--- src/rtl/alt_pkg.sv ---
// alt_pkg: types and constants shared by the argument tokenizer modules
// payload structs of both queue sides, byte classes, result kinds, error codes
package alt_pkg;

  typedef struct packed {
    logic [7:0] data_byte;
    logic       end_of_data;
  } in_item_t;

  typedef enum logic [2:0] {
    KIND_STR_BYTE = 3'd0,
    KIND_STR_DONE = 3'd1,
    KIND_NUM_BYTE = 3'd2,
    KIND_INT_DONE = 3'd3,
    KIND_FLT_DONE = 3'd4,
    KIND_ERROR    = 3'd5,
    KIND_END      = 3'd6
  } kind_t;

  typedef enum logic [2:0] {
    ERR_BAD_START  = 3'd0,
    ERR_BAD_AFTER  = 3'd1,
    ERR_UNTERM     = 3'd2,
    ERR_TOO_LONG   = 3'd3,
    ERR_TOO_MANY   = 3'd4
  } err_t;

  typedef struct packed {
    kind_t              kind;
    logic [7:0]         out_byte;
    logic signed [31:0] int_value;
    logic [7:0]         arg_index;
    err_t               error_code;
    logic [8:0]         arg_count;
    logic               last;
  } result_t;

  typedef enum logic [1:0] {
    PH_NEW = 2'd0,
    PH_NUM = 2'd1,
    PH_STR = 2'd2,
    PH_ERR = 2'd3
  } phase_t;

  typedef enum logic [1:0] {
    SCAN_SIGN  = 2'd0,
    SCAN_DIGIT = 2'd1,
    SCAN_DONE  = 2'd2
  } scan_t;

  // byte classes worked out by the front end
  typedef struct packed {
    logic sep;
    logic quote;
    logic bslash;
    logic digit;
    logic sign;
    logic minus;
    logic dot;
    logic expo;
    logic comma;
  } cls_t;

  typedef struct packed {
    logic [7:0] data_byte;
    logic       end_of_data;
    cls_t       cls;
  } tok_t;

  localparam logic [7:0] CH_QUOTE  = 8'h22;
  localparam logic [7:0] CH_BSLASH = 8'h5C;
  localparam logic [7:0] CH_SPACE  = 8'h20;
  localparam logic [7:0] CH_DOT    = 8'h2E;
  localparam logic [7:0] CH_LOW_E  = 8'h65;
  localparam logic [7:0] CH_UP_E   = 8'h45;
  localparam logic [7:0] CH_COMMA  = 8'h2C;
  localparam logic [7:0] CH_PLUS   = 8'h2B;
  localparam logic [7:0] CH_MINUS  = 8'h2D;
  localparam logic [7:0] CH_ZERO   = 8'h30;
  localparam logic [7:0] CH_NINE   = 8'h39;

  localparam logic [31:0] MAG_LIMIT = 32'h8000_0000;
  localparam logic [31:0] POS_MAX   = 32'h7FFF_FFFF;

endpackage

--- src/rtl/alt_front.sv ---
// alt_front: input side, classifies each byte and holds it in a two-entry queue
// depends on alt_pkg
module alt_front (
  input  logic             clk,
  input  logic             rst,
  input  logic             push,
  output logic             full,
  input  alt_pkg::in_item_t item,
  input  logic             tok_pop,
  output logic             tok_empty,
  output alt_pkg::tok_t    tok
);
  import alt_pkg::*;

  tok_t       q [2];
  logic       wptr;
  logic       rptr;
  logic [1:0] count;
  tok_t       cls_item;
  logic       wr;
  logic       rd;

  always_comb begin
    cls_item.data_byte   = item.data_byte;
    cls_item.end_of_data = item.end_of_data;
    cls_item.cls.sep     = (item.data_byte == 8'h00) || (item.data_byte == CH_SPACE);
    cls_item.cls.quote   = (item.data_byte == CH_QUOTE);
    cls_item.cls.bslash  = (item.data_byte == CH_BSLASH);
    cls_item.cls.digit   = (item.data_byte >= CH_ZERO) && (item.data_byte <= CH_NINE);
    cls_item.cls.sign    = (item.data_byte == CH_PLUS) || (item.data_byte == CH_MINUS);
    cls_item.cls.minus   = (item.data_byte == CH_MINUS);
    cls_item.cls.dot     = (item.data_byte == CH_DOT);
    cls_item.cls.expo    = (item.data_byte == CH_LOW_E) || (item.data_byte == CH_UP_E);
    cls_item.cls.comma   = (item.data_byte == CH_COMMA);
  end

  assign full      = (count == 2'd2);
  assign tok_empty = (count == 2'd0);
  assign tok       = q[rptr];
  assign wr        = push && !full;
  assign rd        = tok_pop && !tok_empty;

  always_ff @(posedge clk) begin
    if (wr) begin
      q[wptr] <= cls_item;
    end
  end

  always_ff @(posedge clk) begin
    if (rst) begin
      wptr  <= 1'b0;
      rptr  <= 1'b0;
      count <= 2'd0;
    end else begin
      if (wr) begin
        wptr <= ~wptr;
      end
      if (rd) begin
        rptr <= ~rptr;
      end
      count <= count + {1'b0, wr} - {1'b0, rd};
    end
  end

endmodule

--- src/rtl/alt_back.sv ---
// alt_back: parser state machine, turns classified bytes into up to two results
// depends on alt_pkg
module alt_back #(
  parameter int MAX_ARGS      = 256,
  parameter int NUMBER_BUFFER = 64
) (
  input  logic             clk,
  input  logic             rst,
  input  logic             tok_empty,
  input  alt_pkg::tok_t    tok,
  output logic             tok_pop,
  input  logic             res_room,
  output logic [1:0]       res_n,
  output alt_pkg::result_t res0,
  output alt_pkg::result_t res1
);
  import alt_pkg::*;

  localparam int CW = ($clog2(MAX_ARGS + 1) > 9) ? $clog2(MAX_ARGS + 1) : 9;
  localparam int LW = $clog2(NUMBER_BUFFER);
  localparam logic [CW-1:0] ARG_LIMIT = CW'(MAX_ARGS);
  localparam logic [LW-1:0] LEN_LIMIT = LW'(NUMBER_BUFFER - 1);

  phase_t        phase, phase_next;
  logic          escape_pending, escape_pending_next;
  logic          float_seen, float_seen_next;
  logic [CW-1:0] arg_counter, arg_counter_next;
  logic [LW-1:0] number_length, number_length_next;
  logic [31:0]   int_acc, int_acc_next;
  logic          int_negative, int_negative_next;
  scan_t         int_scan, int_scan_next;

  logic          take;
  logic          start_ch;
  logic          num_ch;
  logic          too_many;
  logic          too_long;
  logic [CW-1:0] cnt_inc;

  // integer scan applied on top of the current or fresh number state
  logic [31:0]   base_acc;
  logic          base_neg;
  scan_t         base_scan;
  logic [35:0]   prod;
  logic [31:0]   scan_acc;
  logic          scan_neg;
  scan_t         scan_ph;

  result_t       fin_res;
  result_t       end_res;

  assign take     = !tok_empty && res_room;
  assign tok_pop  = take;
  assign start_ch = tok.cls.quote || tok.cls.digit || tok.cls.sign || tok.cls.dot;
  assign num_ch   = tok.cls.digit || tok.cls.sign || tok.cls.dot || tok.cls.expo ||
                    tok.cls.comma;
  assign too_many = (arg_counter >= ARG_LIMIT);
  assign too_long = (number_length >= LEN_LIMIT);
  assign cnt_inc  = arg_counter + CW'(1);

  always_comb begin
    base_acc  = (phase == PH_NEW) ? 32'd0 : int_acc;
    base_neg  = (phase == PH_NEW) ? 1'b0 : int_negative;
    base_scan = (phase == PH_NEW) ? SCAN_SIGN : int_scan;
    prod      = ({4'd0, base_acc} << 3) + ({4'd0, base_acc} << 1) +
                {32'd0, tok.data_byte[3:0]};
    scan_acc  = base_acc;
    scan_neg  = base_neg;
    scan_ph   = SCAN_DONE;
    if (base_scan == SCAN_SIGN && tok.cls.sign) begin
      scan_neg = tok.cls.minus;
      scan_ph  = SCAN_DIGIT;
    end else if (base_scan != SCAN_DONE && tok.cls.digit) begin
      scan_acc = (prod > {4'd0, MAG_LIMIT}) ? MAG_LIMIT : prod[31:0];
      scan_ph  = SCAN_DIGIT;
    end
  end

  // next state
  always_comb begin
    phase_next          = phase;
    escape_pending_next = escape_pending;
    float_seen_next     = float_seen;
    arg_counter_next    = arg_counter;
    number_length_next  = number_length;
    int_acc_next        = int_acc;
    int_negative_next   = int_negative;
    int_scan_next       = int_scan;
    if (take) begin
      if (tok.end_of_data) begin
        phase_next          = PH_NEW;
        escape_pending_next = 1'b0;
        float_seen_next     = 1'b0;
        arg_counter_next    = '0;
        number_length_next  = '0;
        int_acc_next        = 32'd0;
        int_negative_next   = 1'b0;
        int_scan_next       = SCAN_SIGN;
      end else begin
        case (phase)
          PH_NEW: begin
            if (tok.cls.sep) begin
              phase_next = PH_NEW;
            end else if (start_ch) begin
              if (too_many) begin
                phase_next = PH_ERR;
              end else if (tok.cls.quote) begin
                phase_next          = PH_STR;
                escape_pending_next = 1'b0;
              end else begin
                phase_next         = PH_NUM;
                number_length_next = LW'(1);
                float_seen_next    = tok.cls.dot;
                int_acc_next       = scan_acc;
                int_negative_next  = scan_neg;
                int_scan_next      = scan_ph;
              end
            end else begin
              phase_next = PH_ERR;
            end
          end
          PH_NUM: begin
            if (tok.cls.sep) begin
              arg_counter_next = cnt_inc;
              phase_next       = PH_NEW;
            end else if (num_ch) begin
              if (too_long) begin
                phase_next = PH_ERR;
              end else begin
                number_length_next = number_length + LW'(1);
                float_seen_next    = float_seen || tok.cls.dot || tok.cls.expo;
                int_acc_next       = scan_acc;
                int_negative_next  = scan_neg;
                int_scan_next      = scan_ph;
              end
            end else begin
              phase_next = PH_ERR;
            end
          end
          PH_STR: begin
            if (tok.cls.quote && !escape_pending) begin
              arg_counter_next = cnt_inc;
              phase_next       = PH_NEW;
            end else if (tok.cls.bslash && !escape_pending) begin
              escape_pending_next = 1'b1;
            end else begin
              escape_pending_next = 1'b0;
            end
          end
          default: begin
            phase_next = phase;
          end
        endcase
      end
    end
  end

  always_ff @(posedge clk) begin
    if (rst) begin
      phase          <= PH_NEW;
      escape_pending <= 1'b0;
      float_seen     <= 1'b0;
      arg_counter    <= '0;
      number_length  <= '0;
      int_acc        <= 32'd0;
      int_negative   <= 1'b0;
      int_scan       <= SCAN_SIGN;
    end else begin
      phase          <= phase_next;
      escape_pending <= escape_pending_next;
      float_seen     <= float_seen_next;
      arg_counter    <= arg_counter_next;
      number_length  <= number_length_next;
      int_acc        <= int_acc_next;
      int_negative   <= int_negative_next;
      int_scan       <= int_scan_next;
    end
  end

  // results
  always_comb begin
    fin_res           = '0;
    fin_res.arg_index = arg_counter[7:0];
    if (float_seen) begin
      fin_res.kind = KIND_FLT_DONE;
    end else begin
      fin_res.kind = KIND_INT_DONE;
      if (int_negative) begin
        fin_res.int_value = 32'd0 - int_acc;
      end else begin
        fin_res.int_value = int_acc[31] ? POS_MAX : int_acc;
      end
    end
    end_res           = '0;
    end_res.kind      = KIND_END;
    end_res.arg_count = (phase == PH_NUM) ? cnt_inc[8:0] : arg_counter[8:0];
    end_res.last      = 1'b1;
  end

  always_comb begin
    res_n = 2'd0;
    res0  = '0;
    res1  = end_res;
    res0.arg_index = arg_counter[7:0];
    if (take) begin
      if (tok.end_of_data) begin
        case (phase)
          PH_NUM: begin
            res0  = fin_res;
            res_n = 2'd2;
          end
          PH_STR: begin
            res0.kind       = KIND_ERROR;
            res0.error_code = ERR_UNTERM;
            res_n           = 2'd2;
          end
          default: begin
            res0  = end_res;
            res_n = 2'd1;
          end
        endcase
      end else begin
        res_n = 2'd1;
        case (phase)
          PH_NEW: begin
            if (tok.cls.sep || (start_ch && !too_many && tok.cls.quote)) begin
              res_n = 2'd0;
            end else if (start_ch && too_many) begin
              res0.kind       = KIND_ERROR;
              res0.error_code = ERR_TOO_MANY;
            end else if (start_ch) begin
              res0.kind     = KIND_NUM_BYTE;
              res0.out_byte = tok.data_byte;
            end else begin
              res0.kind       = KIND_ERROR;
              res0.error_code = ERR_BAD_START;
            end
          end
          PH_NUM: begin
            if (tok.cls.sep) begin
              res0 = fin_res;
            end else if (num_ch && too_long) begin
              res0.kind       = KIND_ERROR;
              res0.error_code = ERR_TOO_LONG;
            end else if (num_ch) begin
              res0.kind     = KIND_NUM_BYTE;
              res0.out_byte = tok.data_byte;
            end else begin
              res0.kind       = KIND_ERROR;
              res0.error_code = ERR_BAD_AFTER;
            end
          end
          PH_STR: begin
            if (tok.cls.quote && !escape_pending) begin
              res0.kind = KIND_STR_DONE;
            end else if (tok.cls.bslash && !escape_pending) begin
              res_n = 2'd0;
            end else begin
              res0.kind     = KIND_STR_BYTE;
              res0.out_byte = tok.data_byte;
            end
          end
          default: begin
            res_n = 2'd0;
          end
        endcase
      end
    end
    res0.last = (res_n == 2'd1);
  end

  a_end_clears: assert property (@(posedge clk) disable iff (rst)
    take && tok.end_of_data |=> phase == PH_NEW && arg_counter == '0)
    else $error("parse state not cleared after end marker");

  a_count_bound: assert property (@(posedge clk) disable iff (rst)
    arg_counter <= ARG_LIMIT)
    else $error("argument counter beyond limit");

  a_len_bound: assert property (@(posedge clk) disable iff (rst)
    phase == PH_NUM |-> number_length != '0 && number_length <= LEN_LIMIT)
    else $error("number length out of range inside a number");

  a_two_only_at_end: assert property (@(posedge clk) disable iff (rst)
    res_n == 2'd2 |-> take && tok.end_of_data)
    else $error("two results from a plain byte");

endmodule

--- src/rtl/alt_res_fifo.sv ---
// alt_res_fifo: result queue, takes up to two results a cycle, gives one
// depends on alt_pkg
module alt_res_fifo (
  input  logic             clk,
  input  logic             rst,
  input  logic [1:0]       wr_n,
  input  alt_pkg::result_t wr0,
  input  alt_pkg::result_t wr1,
  output logic             room,
  input  logic             pop,
  output logic             empty,
  output alt_pkg::result_t result
);
  import alt_pkg::*;

  localparam int DEPTH = 4;
  localparam int AW    = $clog2(DEPTH);

  result_t       mem [DEPTH];
  logic [AW-1:0] wptr;
  logic [AW-1:0] rptr;
  logic [AW:0]   count;
  logic          rd;

  assign empty  = (count == '0);
  assign room   = (count <= (AW+1)'(DEPTH - 2));
  assign result = mem[rptr];
  assign rd     = pop && !empty;

  always_ff @(posedge clk) begin
    if (wr_n != 2'd0) begin
      mem[wptr] <= wr0;
    end
    if (wr_n == 2'd2) begin
      mem[wptr + AW'(1)] <= wr1;
    end
  end

  always_ff @(posedge clk) begin
    if (rst) begin
      wptr  <= '0;
      rptr  <= '0;
      count <= '0;
    end else begin
      wptr  <= wptr + AW'(wr_n);
      if (rd) begin
        rptr <= rptr + AW'(1);
      end
      count <= count + (AW+1)'(wr_n) - (AW+1)'(rd);
    end
  end

  a_no_overflow: assert property (@(posedge clk) disable iff (rst)
    count <= (AW+1)'(DEPTH))
    else $error("result queue overflow");

  a_write_needs_room: assert property (@(posedge clk) disable iff (rst)
    wr_n != 2'd0 |-> room)
    else $error("result written without room");

  a_count_tracks: assert property (@(posedge clk) disable iff (rst)
    rd && wr_n == 2'd0 |=> count == $past(count) - (AW+1)'(1))
    else $error("count did not follow a lone transfer out");

endmodule

--- src/rtl/argument_list_tokenizer_unit.sv ---
// argument list tokenizer: splits a byte stream into string and number arguments
// path: a byte's results are parsed from the front queue and written to the result queue
// throughput: one byte per cycle while the result queue has room; an end marker inside a
// string or number yields two results, which the one-result-per-cycle output side drains
// reset: rst, synchronous, active high, empties both queues and starts a new parse
// depends on alt_pkg, alt_front, alt_back, alt_res_fifo
module argument_list_tokenizer_unit #(
  parameter int MAX_ARGS      = 256,
  parameter int NUMBER_BUFFER = 64
) (
  input  logic             clk,
  input  logic             rst,
  input  logic             push,
  output logic             full,
  input  alt_pkg::in_item_t item,
  output logic             empty,
  input  logic             pop,
  output alt_pkg::result_t result
);
  import alt_pkg::*;

  logic       tok_pop;
  logic       tok_empty;
  tok_t       tok;
  logic       res_room;
  logic [1:0] res_n;
  result_t    res0;
  result_t    res1;

  alt_front u_front (
    .clk       (clk),
    .rst       (rst),
    .push      (push),
    .full      (full),
    .item      (item),
    .tok_pop   (tok_pop),
    .tok_empty (tok_empty),
    .tok       (tok)
  );

  alt_back #(
    .MAX_ARGS      (MAX_ARGS),
    .NUMBER_BUFFER (NUMBER_BUFFER)
  ) u_back (
    .clk       (clk),
    .rst       (rst),
    .tok_empty (tok_empty),
    .tok       (tok),
    .tok_pop   (tok_pop),
    .res_room  (res_room),
    .res_n     (res_n),
    .res0      (res0),
    .res1      (res1)
  );

  alt_res_fifo u_res_fifo (
    .clk    (clk),
    .rst    (rst),
    .wr_n   (res_n),
    .wr0    (res0),
    .wr1    (res1),
    .room   (res_room),
    .pop    (pop),
    .empty  (empty),
    .result (result)
  );

endmodule
--- config.mk ---
export PLATFORM = sky130hd
export DESIGN_NAME = argument_list_tokenizer_unit
export DESIGN_NICKNAME = d
export VERILOG_FILES = /design/src/rtl/alt_pkg.sv /design/src/rtl/alt_front.sv /design/src/rtl/alt_back.sv /design/src/rtl/alt_res_fifo.sv /design/src/rtl/argument_list_tokenizer_unit.sv
export SDC_FILE = /design/constraint.sdc
export NUM_CORES = 1
export LEC_CHECK = 0
export BUFFER_PORTS_ARGS = -buffer_cell sky130_fd_sc_hd__buf_2
export CORE_MARGIN = 2
export CORE_UTILIZATION = 55
export CTS_CLUSTER_SIZE = 20
export DETAILED_ROUTE_END_ITERATION = 7
export HOLD_SLACK_MARGIN = 0.05
export PLACE_DENSITY = 0.83
export REMOVE_ABC_BUFFERS = 1
export SYNTH_ARGS = -nofsm -noshare
export SYNTH_HDL_FRONTEND = slang
export SYNTH_SLANG_ARGS = --single-unit
--- constraint.sdc ---
create_clock -name clk -period 12.9 [get_ports clk]
set_clock_uncertainty 0.05 [all_clocks]
set_input_delay 3.87 -clock clk [delete_from_list [all_inputs] [get_ports clk]]
set_output_delay 3.87 -clock clk [all_outputs]
set_load 0.005 [all_outputs]
After elaboration in Yosys (flattened, before gate mapping)
Memory sizes are Yosys's and may differ from the RTL's. A register that Yosys moved wholly into a read port is not among the register bits.
Cells that the tools add are included.
{"block": "totals", "reg_bits": 65, "ramBits": 292, "mem_count": 2, "output_inout_bits": 66, "inputBits": 13, "wordCells": 235}
{"block": "classes", "eq_ne": 27, "add_sub_neg": 12, "bitwise": 2, "n_mux": 126, "reduce_logical": 46, "magnitude_cmp": 6}
{"name": "u_res_fifo.mem", "words": 4, "width": 64, "rd": 1, "rd_clocked_by_memory_dff": 1, "wr": 2, "line": "alt_res_fifo.sv:19", "source": "result_t mem [DEPTH];"}
{"name": "u_front.q", "words": 2, "width": 18, "rd": 1, "rd_clocked_by_memory_dff": 1, "wr": 1, "line": "alt_front.sv:15", "source": "tok_t q [2];"}
{"cell": "$mux 32", "count": 14}
{"cell": "$mux 64", "count": 2}
{"cell": "$mux 40", "count": 2}
{"cell": "$pmux 40 s2", "count": 1}
{"cell": "$pmux 32 s2", "count": 1}
{"cell": "$mux 2", "count": 27}
{"cell": "$eq 8x6->1 const B", "count": 6}
{"cell": "$mux 6", "count": 8}
{"cell": "$mux 8", "count": 6}
{"cell": "$mux 1", "count": 37}
{"cell": "$add 35x33->36", "count": 1}
{"cell": "$add 36x4->36", "count": 1}
{"cell": "$gt 36x32->1 const B", "count": 1}
{"cell": "$mux 9", "count": 4}
{"cell": "$pmux 11 s3", "count": 1}
{"cell": "$sub 1x32->32 const A", "count": 1}
{"cell": "$mux 31", "count": 1}
{"cell": "$mux 3", "count": 9}
{"cell": "$eq 8x7->1 const B", "count": 3}
{"cell": "$mux 11", "count": 2}
{"cell": "$ne 3x3->1 const B", "count": 6}
{"cell": "$pmux 9 s2", "count": 1}
{"cell": "$ne 3x2->1 const B", "count": 5}
{"cell": "$logic_and 1x1->1", "count": 13}
{"cell": "36 further kinds", "count": 66}

Longest topological paths before layout
Gate-level depths: netlist (run 1).
{"block": "depth", "ltp_word": 14, "ltp_mapped": 20, "mapped_depth_nobuf": 16}

Hierarchy
Synthesis (run 1) repeated with hierarchy kept, for this count alone.
{"block": "hier_totals", "hier_cells": 1695, "area_unflattened_um2": 21384.3}
{"module": "alt_res_fifo", "seq_area_each_um2": 7867.5, "cells_each": 668, "instances": 1, "area_each_um2": 12899.9}
{"module": "alt_back", "seq_area_each_um2": 1081.0, "cells_each": 924, "instances": 1, "area_each_um2": 6806.5}
{"module": "alt_front", "seq_area_each_um2": 1181.1, "cells_each": 103, "instances": 1, "area_each_um2": 1677.9}

Least setup slack after synthesis (run 1)
Ideal clock, no wire load.
{"block": "synth_timing", "kind": "register to output", "startpoint": "register (tool-made name)", "endpoint": "output port result[10] (netlist name)", "t_arrival_ns": 1.930, "t_required_ns": 8.980, "path_slack_ns": 7.050, "n_path_buf": 3, "path_stages_with_launch": 5, "path_cell_list": "dfxtp_1 -> clkbuf_1 -> buf_1 -> clkbuf_1 -> mux4_2"}
{"item": "end, declared", "line": "argument_list_tokenizer_unit.sv:18", "source": "output alt_pkg::result_t result"}

==> results.json, run 1 <==
{
  "initialDrtViolationCount": 1535,
  "floorplan.initialDensity_pct": 55.9,
  "status": "finished clean",
  "clockBufferDepth": 3,
  "multiInputGateArea_um2": 9680,
  "share_of_yosys_cell_area_claimed_by_the_top_area_cell_type_pct": 31.6,
  "start_kind": "flip-flop",
  "syn-instance-count": 1929,
  "die_h_um": 186,
  "grt_start_max_net_pins": 109,
  "timing.reg2reg.setup_slack_ns": 7.65,
  "cts_root_buffer": "sky130_fd_sc_hd__clkbuf_16",
  "synth_flop_type": "sky130_fd_sc_hd__dfxtp_1",
  "worst_setup_hold_path_clk_slew_ns": 0.06,
  "fill_cells": 2542,
  "tightest_slew_ns": 1.21,
  "final_cell_count_no_fill": 2400,
  "number_of_drc_violations_after_detailed_routing": 0,
  "end_kind": "output port",
  "die_span_x_um": 186,
  "maxCapViolations": 0,
  "drive_above_1_share_pct": 14.4,
  "wl_per_cell_um": 19.0,
  "antenna_cells_inserted": 0,
  "numCtsBuffers": 38,
  "io_pins": 79,
  "drtPass1Iterations": 5,
  "clock_tree.htree_level_count": 2,
  "tritoncts": "built",
  "fin_util_pct": 61.3,
  "synth_area_leader_cell": "sky130_fd_sc_hd__dfxtp_1",
  "footprint_of_the_flip_flops_and_latches_um2": 7940,
  "clkLatencyLatePin_ns": 0.53,
  "synth.top_cells.by_area": "sky130_fd_sc_hd__dfxtp_1 32%, sky130_fd_sc_hd__edfxtp_1 12%, sky130_fd_sc_hd__mux4_2 7.9%, sky130_fd_sc_hd__o21ai_0 7.4%, sky130_fd_sc_hd__ha_1 5.4%",
  "p_total_uw": 3050,
  "slew_headroom_pct": 19.1,
  "track_usage_pct": 26.5,
  "global_route.usage.met1_pct": 36.3,
  "p_leak_uw": 0.00732,
  "met2_routing_resource_usage_after_global_routing_pct": 43.7,
  "ys.warnings.count": 0,
  "postSynth.asyncResetShare_pct": 0,
  "clkSinkCount": 360,
  "cts_resized": 0,
  "cts.hold.buffers_added": 0,
  "min-delay-path-class": "flip-flop to flip-flop",
  "critPathArrivalTime_ns": 2.76,
  "number_of_antenna_violations_at_the_first_check_in_global_routing": 1,
  "synth_seq_cells": 360,
  "route.final.wire_length_um": 45700,
  "unrepaired_setup_endpoints_after_global_routing": "false",
  "synth_enable_flop_cells": 72,
  "floorplan.rows": 66,
  "ant_nets": 0,
  "drv_slew": 0,
  "setup_total_negative_slack_ns": 0,
  "setup_viol": 0,
  "port_buffers": 78,
  "grt_pass1_wl_um": 73900,
  "ir_worst_vdd_mv": 0.0988,
  "synth_top_cells_by_count": "288 x sky130_fd_sc_hd__dfxtp_1, 269 x sky130_fd_sc_hd__o21ai_0, 190 x sky130_fd_sc_hd__nand2_1",
  "kind_of_critical_path": "flip-flop to output port",
  "period_share_pct": 51.8,
  "cts_setup_buffers": 0,
  "synth_area_per_cell_um2": 9.45,
  "yosys.cell_count.top_type": "sky130_fd_sc_hd__dfxtp_1",
  "syn_area_um2": 18200,
  "layout_min_cycle_time_ns": 6.68,
  "floorplan.core_area_um2": 32600,
  "via_count_of_the_first_global_routing_pass": 14386,
  "area_growth_syn_to_layout_pct": 9.62,
  "num-nets-final": 2024,
  "final-hold-violation-count": 0,
  "yosysSeqAreaShare_pct": 43.5,
  "route.vias.total": 14983,
  "pwr_density_cell_nw_per_um2": 153,
  "routabilityCongestion": 0.925,
  "synth_cell_types": 80,
  "max_freq_ghz": 0.150,
  "avgViaCountPerCell": 6.24,
  "placedCellCount": 2333,
  "groute.layer.met3.usage_pct": 3.78,
  "worstPathMaxFanout": 39,
  "worst-endpoint-required_ns": 8.98,
  "grt_overflow": 0,
  "die_area_um2": 34600,
  "gr-max-usage-layer": "met2",
  "dp_hpwl_um": 30800
}
registers in the layout (all words and copies together) (netlist names), named ones only:
register	cells
u_res_fifo.mem	256
u_front.q	36
u_back.int_acc	32
u_back.arg_counter	9
u_back.number_length	6
u_res_fifo.count	3
u_back.int_scan	2
u_back.phase	2
u_front.count	2
u_res_fifo.rptr	2
u_res_fifo.wptr	2
u_back.escape_pending	1
u_back.float_seen	1
u_back.int_negative	1
u_front.rptr	1
u_front.wptr	1
placed cells by master (no fill, tap or decap), drive strengths merged, types with 13 or more instances in the layout:
cell      n
buf      95
a211oi   13
edfxtp   72
nor4     16
clkbuf   49
clkinv   14
o221ai   30
nand3   172
nand2b   20
a21oi    65
xor2     33
nand4    14
ha       78
xnor2    43
mux4     64
nor2    113
inv      31
nand2   190
nor2b    42
o21ai   301
and3     16
dfxtp   288
nor3     32
logic make-up (layout without fill, tap and decap cells):
group	after synthesis	in the layout	share of synthesized area, %
compound gates	498	498	16.7
xor+xnor	76	76	3.65
fa+ha+maj	80	80	5.57
buf+inv	164	193	3.74
flops	360	360	43.5
mux	85	85	9.13
simple gates	666	666	17.8
path summary, 6_finish.rpt:
kind / startpoint / end / depth (start not counted)
worst min register to register: u_res_fifo.mem[1][52] / u_res_fifo.mem[1][52] / 2
worst min-delay path: u_res_fifo.mem[1][52] / u_res_fifo.mem[1][52] / 2
worst max register to register: u_back.phase[0] / u_back.int_acc[14] / 18
worst max-delay path: flip-flop / result[54] / 3
report_power, final:
part	leakage, uW	internal, uW	switching (uW)
clock network	0.000581	598	442
logic	0.00376	255	442
registers	0.00298	1240	70.6
cell type report:
class	count	area share (%)
tap	442	2.77
timing repair buffer	95	2.59
clock buffer	49	5.26
clock inverter	18	0.682
inverter	31	0.582
multi-input combinational	1405	48.4
sequential	360	39.7
metrics by stage:
| stage | hold WS [ns] | worst slack, ns | area (um^2) |
|---|---|---|---|
| 2_1_floorplan | 0.370 | 5.78 | 17700 |
| 3_3_place_gp | 0.379 | 6.77 | 18800 |
| 3_5_place_dp | 0.391 | 6.73 | 18800 |
| 4_1_cts | 0.405 | 6.18 | 20000 |
| 5_1_grt | 0.426 | 6.04 | 20000 |
| 6_report | 0.402 | 6.22 | 20000 |
worst max-delay path: stages, from the launching register on:
cell and delay, ns:
sky130_fd_sc_hd__dfxtp_4 0.83, sky130_fd_sc_hd__buf_4 0.59, sky130_fd_sc_hd__mux4_2 0.61, sky130_fd_sc_hd__buf_2 0.15
layer usage:
metal | share of wire (%) | wire length [um] | up-vias
met4 | 2.2 | 1010 | 0
met2 | 47 | 21400 | 580
met1 | 44 | 20100 | 7266
li1 | - | - | 7058
met3 | 7.0 | 3200 | 79
met5 | 0 | 0 | -
Note: power is estimated with default switching activity, not from simulation.
==> run 2: changes to the inputs <==
--- a/config.mk
+++ b/config.mk
@@ -11,7 +11,7 @@
 export CTS_CLUSTER_SIZE = 20
 export DETAILED_ROUTE_END_ITERATION = 7
 export HOLD_SLACK_MARGIN = 0.05
-export PLACE_DENSITY = 0.83
+export PLACE_DENSITY = 0.86
 export REMOVE_ABC_BUFFERS = 1
 export SYNTH_ARGS = -nofsm -noshare
 export SYNTH_HDL_FRONTEND = slang
==> constraint.sdc (replaced) <==
create_clock -name clk -period 5.44 [get_ports clk]
set_clock_uncertainty 0.05 [all_clocks]
set_input_delay 1.632 -clock clk [delete_from_list [all_inputs] [get_ports clk]]
set_output_delay 1.632 -clock clk [all_outputs]
set_load 0.005 [all_outputs]
==> run 2 against run 1 <==
Combinational power grew 140%. Critical path type is now flip-flop to flip-flop. Count of clock-buffer cells in the layout grew 2. Flip-flop and latch count is the same. Highest routed layer unchanged.
==> results.json, run 2 (synthesis gave the netlist of run 1 again) <==
{
  "slew_headroom_pct": 19.9,
  "ir_worst_vdd_mv": 0.258,
  "status": "finished clean",
  "drv_slew": 0,
  "routabilityCongestion": 0.962,
  "route.final.wire_length_um": 46900,
  "setup_viol": 0,
  "cts.hold.buffers_added": 0,
  "most_common_cell_after_layout_fill_and_taps_aside": "sky130_fd_sc_hd__dfxtp_1",
  "cts_setup_buffers": 0,
  "maxCapViolations": 0,
  "wl_per_cell_um": 19.5,
  "unrepaired_setup_endpoints_after_global_routing": "false",
  "p_leak_uw": 0.00738,
  "initialDrtViolationCount": 1513,
  "floorplan.rows": 66,
  "die_h_um": 186,
  "number_of_antenna_violations_at_the_first_check_in_global_routing": 0,
  "die_area_um2": 34600,
  "worst-endpoint-required_ns": 5.82,
  "period_share_pct": 86.7,
  "critPathArrivalTime_ns": 5.10,
  "route.vias.total": 15341,
  "kind_of_critical_path": "flip-flop to flip-flop",
  "start_kind": "flip-flop",
  "grt_pass1_wl_um": 74700,
  "numCtsBuffers": 36,
  "worst_setup_hold_path_clk_slew_ns": 0.06,
  "final-hold-violation-count": 0,
  "die_span_x_um": 186,
  "ant_nets": 0,
  "pwr_density_cell_nw_per_um2": 368,
  "area_growth_syn_to_layout_pct": 10.1,
  "clkLatencyLatePin_ns": 0.52,
  "clkSinkCount": 360,
  "max_flop_register": "u_res_fifo.mem",
  "track_usage_pct": 26.8,
  "drive_above_1_share_pct": 14.5,
  "dp_hpwl_um": 31500,
  "grt_overflow": 0,
  "tightest_slew_ns": 1.20,
  "grt_start_max_net_pins": 69,
  "via_count_of_the_first_global_routing_pass": 14635,
  "drtPass1Iterations": 8,
  "end_kind": "flip-flop",
  "layout_common_cells": "286 x sky130_fd_sc_hd__dfxtp_1, 269 x sky130_fd_sc_hd__o21ai_0, 188 x sky130_fd_sc_hd__nand2_1, 170 x sky130_fd_sc_hd__nand3_1, 112 x sky130_fd_sc_hd__nor2_1",
  "floorplan.initialDensity_pct": 55.9,
  "placement_cell_area_um2": 18800,
  "port_buffers": 78,
  "worstPathMaxFanout": 31,
  "cts_root_buffer": "sky130_fd_sc_hd__clkbuf_16",
  "antenna_cells_inserted": 0,
  "min-delay-path-class": "flip-flop to flip-flop",
  "tritoncts": "built",
  "cts_resized": 0,
  "regToRegStartpoint": "u_back.phase[0]",
  "reg_top3": "u_res_fifo.mem: 256 flops, u_front.q: 36 flops, u_back.int_acc: 32 flops",
  "finish.instance_area_um2": 20100,
  "setup_total_negative_slack_ns": 0,
  "layout_min_cycle_time_ns": 4.72,
  "max_freq_ghz": 0.212,
  "avgViaCountPerCell": 6.39,
  "clockBufferDepth": 3,
  "number_of_drc_violations_after_detailed_routing": 0,
  "critical_path.startpoint": "u_back.phase[0]",
  "floorplan.core_area_um2": 32600,
  "min_from": "u_res_fifo.mem[1][36]",
  "fill_cells": 2475,
  "largest_register_ff_count": 256,
  "num-nets-final": 2027,
  "io_pins": 79,
  "clock_tree.htree_level_count": 2
}
run 2: report_power, final:
group          switching [uW]  leakage [uW]  total, uW  internal [uW]
combinational            1080       0.00378       1690            612
sequential                184       0.00298       3130           2950
clock                    1020      0.000617       2570           1560
total                    2280       0.00738       7390           5120
run 2: per-layer routing:
layer,share of wire (%),routed length (um),vias up,track usage (%)
li1,-,-,7072,-
met1,42,19600,7428,36.2
met2,47,22300,723,43.7
met3,7.5,3520,118,3.52
met4,3.2,1510,0,10.6
met5,0,0,-,0
run 2: path summary, 6_finish.rpt:
check | slack (ns) | depth (start not counted) | endpoint
worst min-delay path | 0.41 | 2 | u_res_fifo.mem[1][36]
worst max register to register | 0.72 | 18 | u_back.int_acc[14]
worst max-delay path | 0.72 | 18 | u_back.int_acc[14]
worst min register to register | 0.41 | 2 | u_res_fifo.mem[1][36]
run 2: cell type report:
| class | count | area, um^2 | area share, % |
|---|---|---|---|
| clock buffer | 51 | 1100 | 5.49 |
| clock inverter | 11 | 144 | 0.716 |
| inverter | 31 | 116 | 0.579 |
| multi-input combinational | 1405 | 9680 | 48.2 |
| sequential | 360 | 7940 | 39.5 |
| tap | 442 | 553 | 2.75 |
| timing repair buffer | 100 | 556 | 2.77 |
run 2: worst max-delay path, cell delays in order (launching register included):
cell                       delay (ns)
sky130_fd_sc_hd__dfxtp_1         0.33
sky130_fd_sc_hd__inv_1           0.10
sky130_fd_sc_hd__ha_1            0.19
sky130_fd_sc_hd__buf_4           0.31
sky130_fd_sc_hd__nor2_1          0.12
sky130_fd_sc_hd__ha_1            0.30
sky130_fd_sc_hd__ha_1            0.19
sky130_fd_sc_hd__inv_1           0.07
sky130_fd_sc_hd__fa_1            0.43
sky130_fd_sc_hd__nor2b_4         0.16
sky130_fd_sc_hd__o31ai_1         0.11
sky130_fd_sc_hd__a2111o_1        0.48
sky130_fd_sc_hd__a31oi_1         0.38
sky130_fd_sc_hd__a41oi_2         0.18
sky130_fd_sc_hd__xor2_1          0.19
sky130_fd_sc_hd__nand4b_2        0.18
sky130_fd_sc_hd__or3_1           0.40
sky130_fd_sc_hd__buf_4           0.26
sky130_fd_sc_hd__o21ai_0         0.19
run 2: per-stage QoR:
step,setup WS (ns),cells,total power (uW),utilization [%],hold WS (ns)
after floorplan,0.434,1796,4260,-,0.370
after global placement,0.990,2338,4760,57.7,0.378
after detailed placement,0.792,2338,4830,57.7,0.393
after CTS,0.739,2400,7380,61.6,0.407
after global routing,0.324,2400,7690,61.6,0.430
final,0.724,2400,7390,61.6,0.409
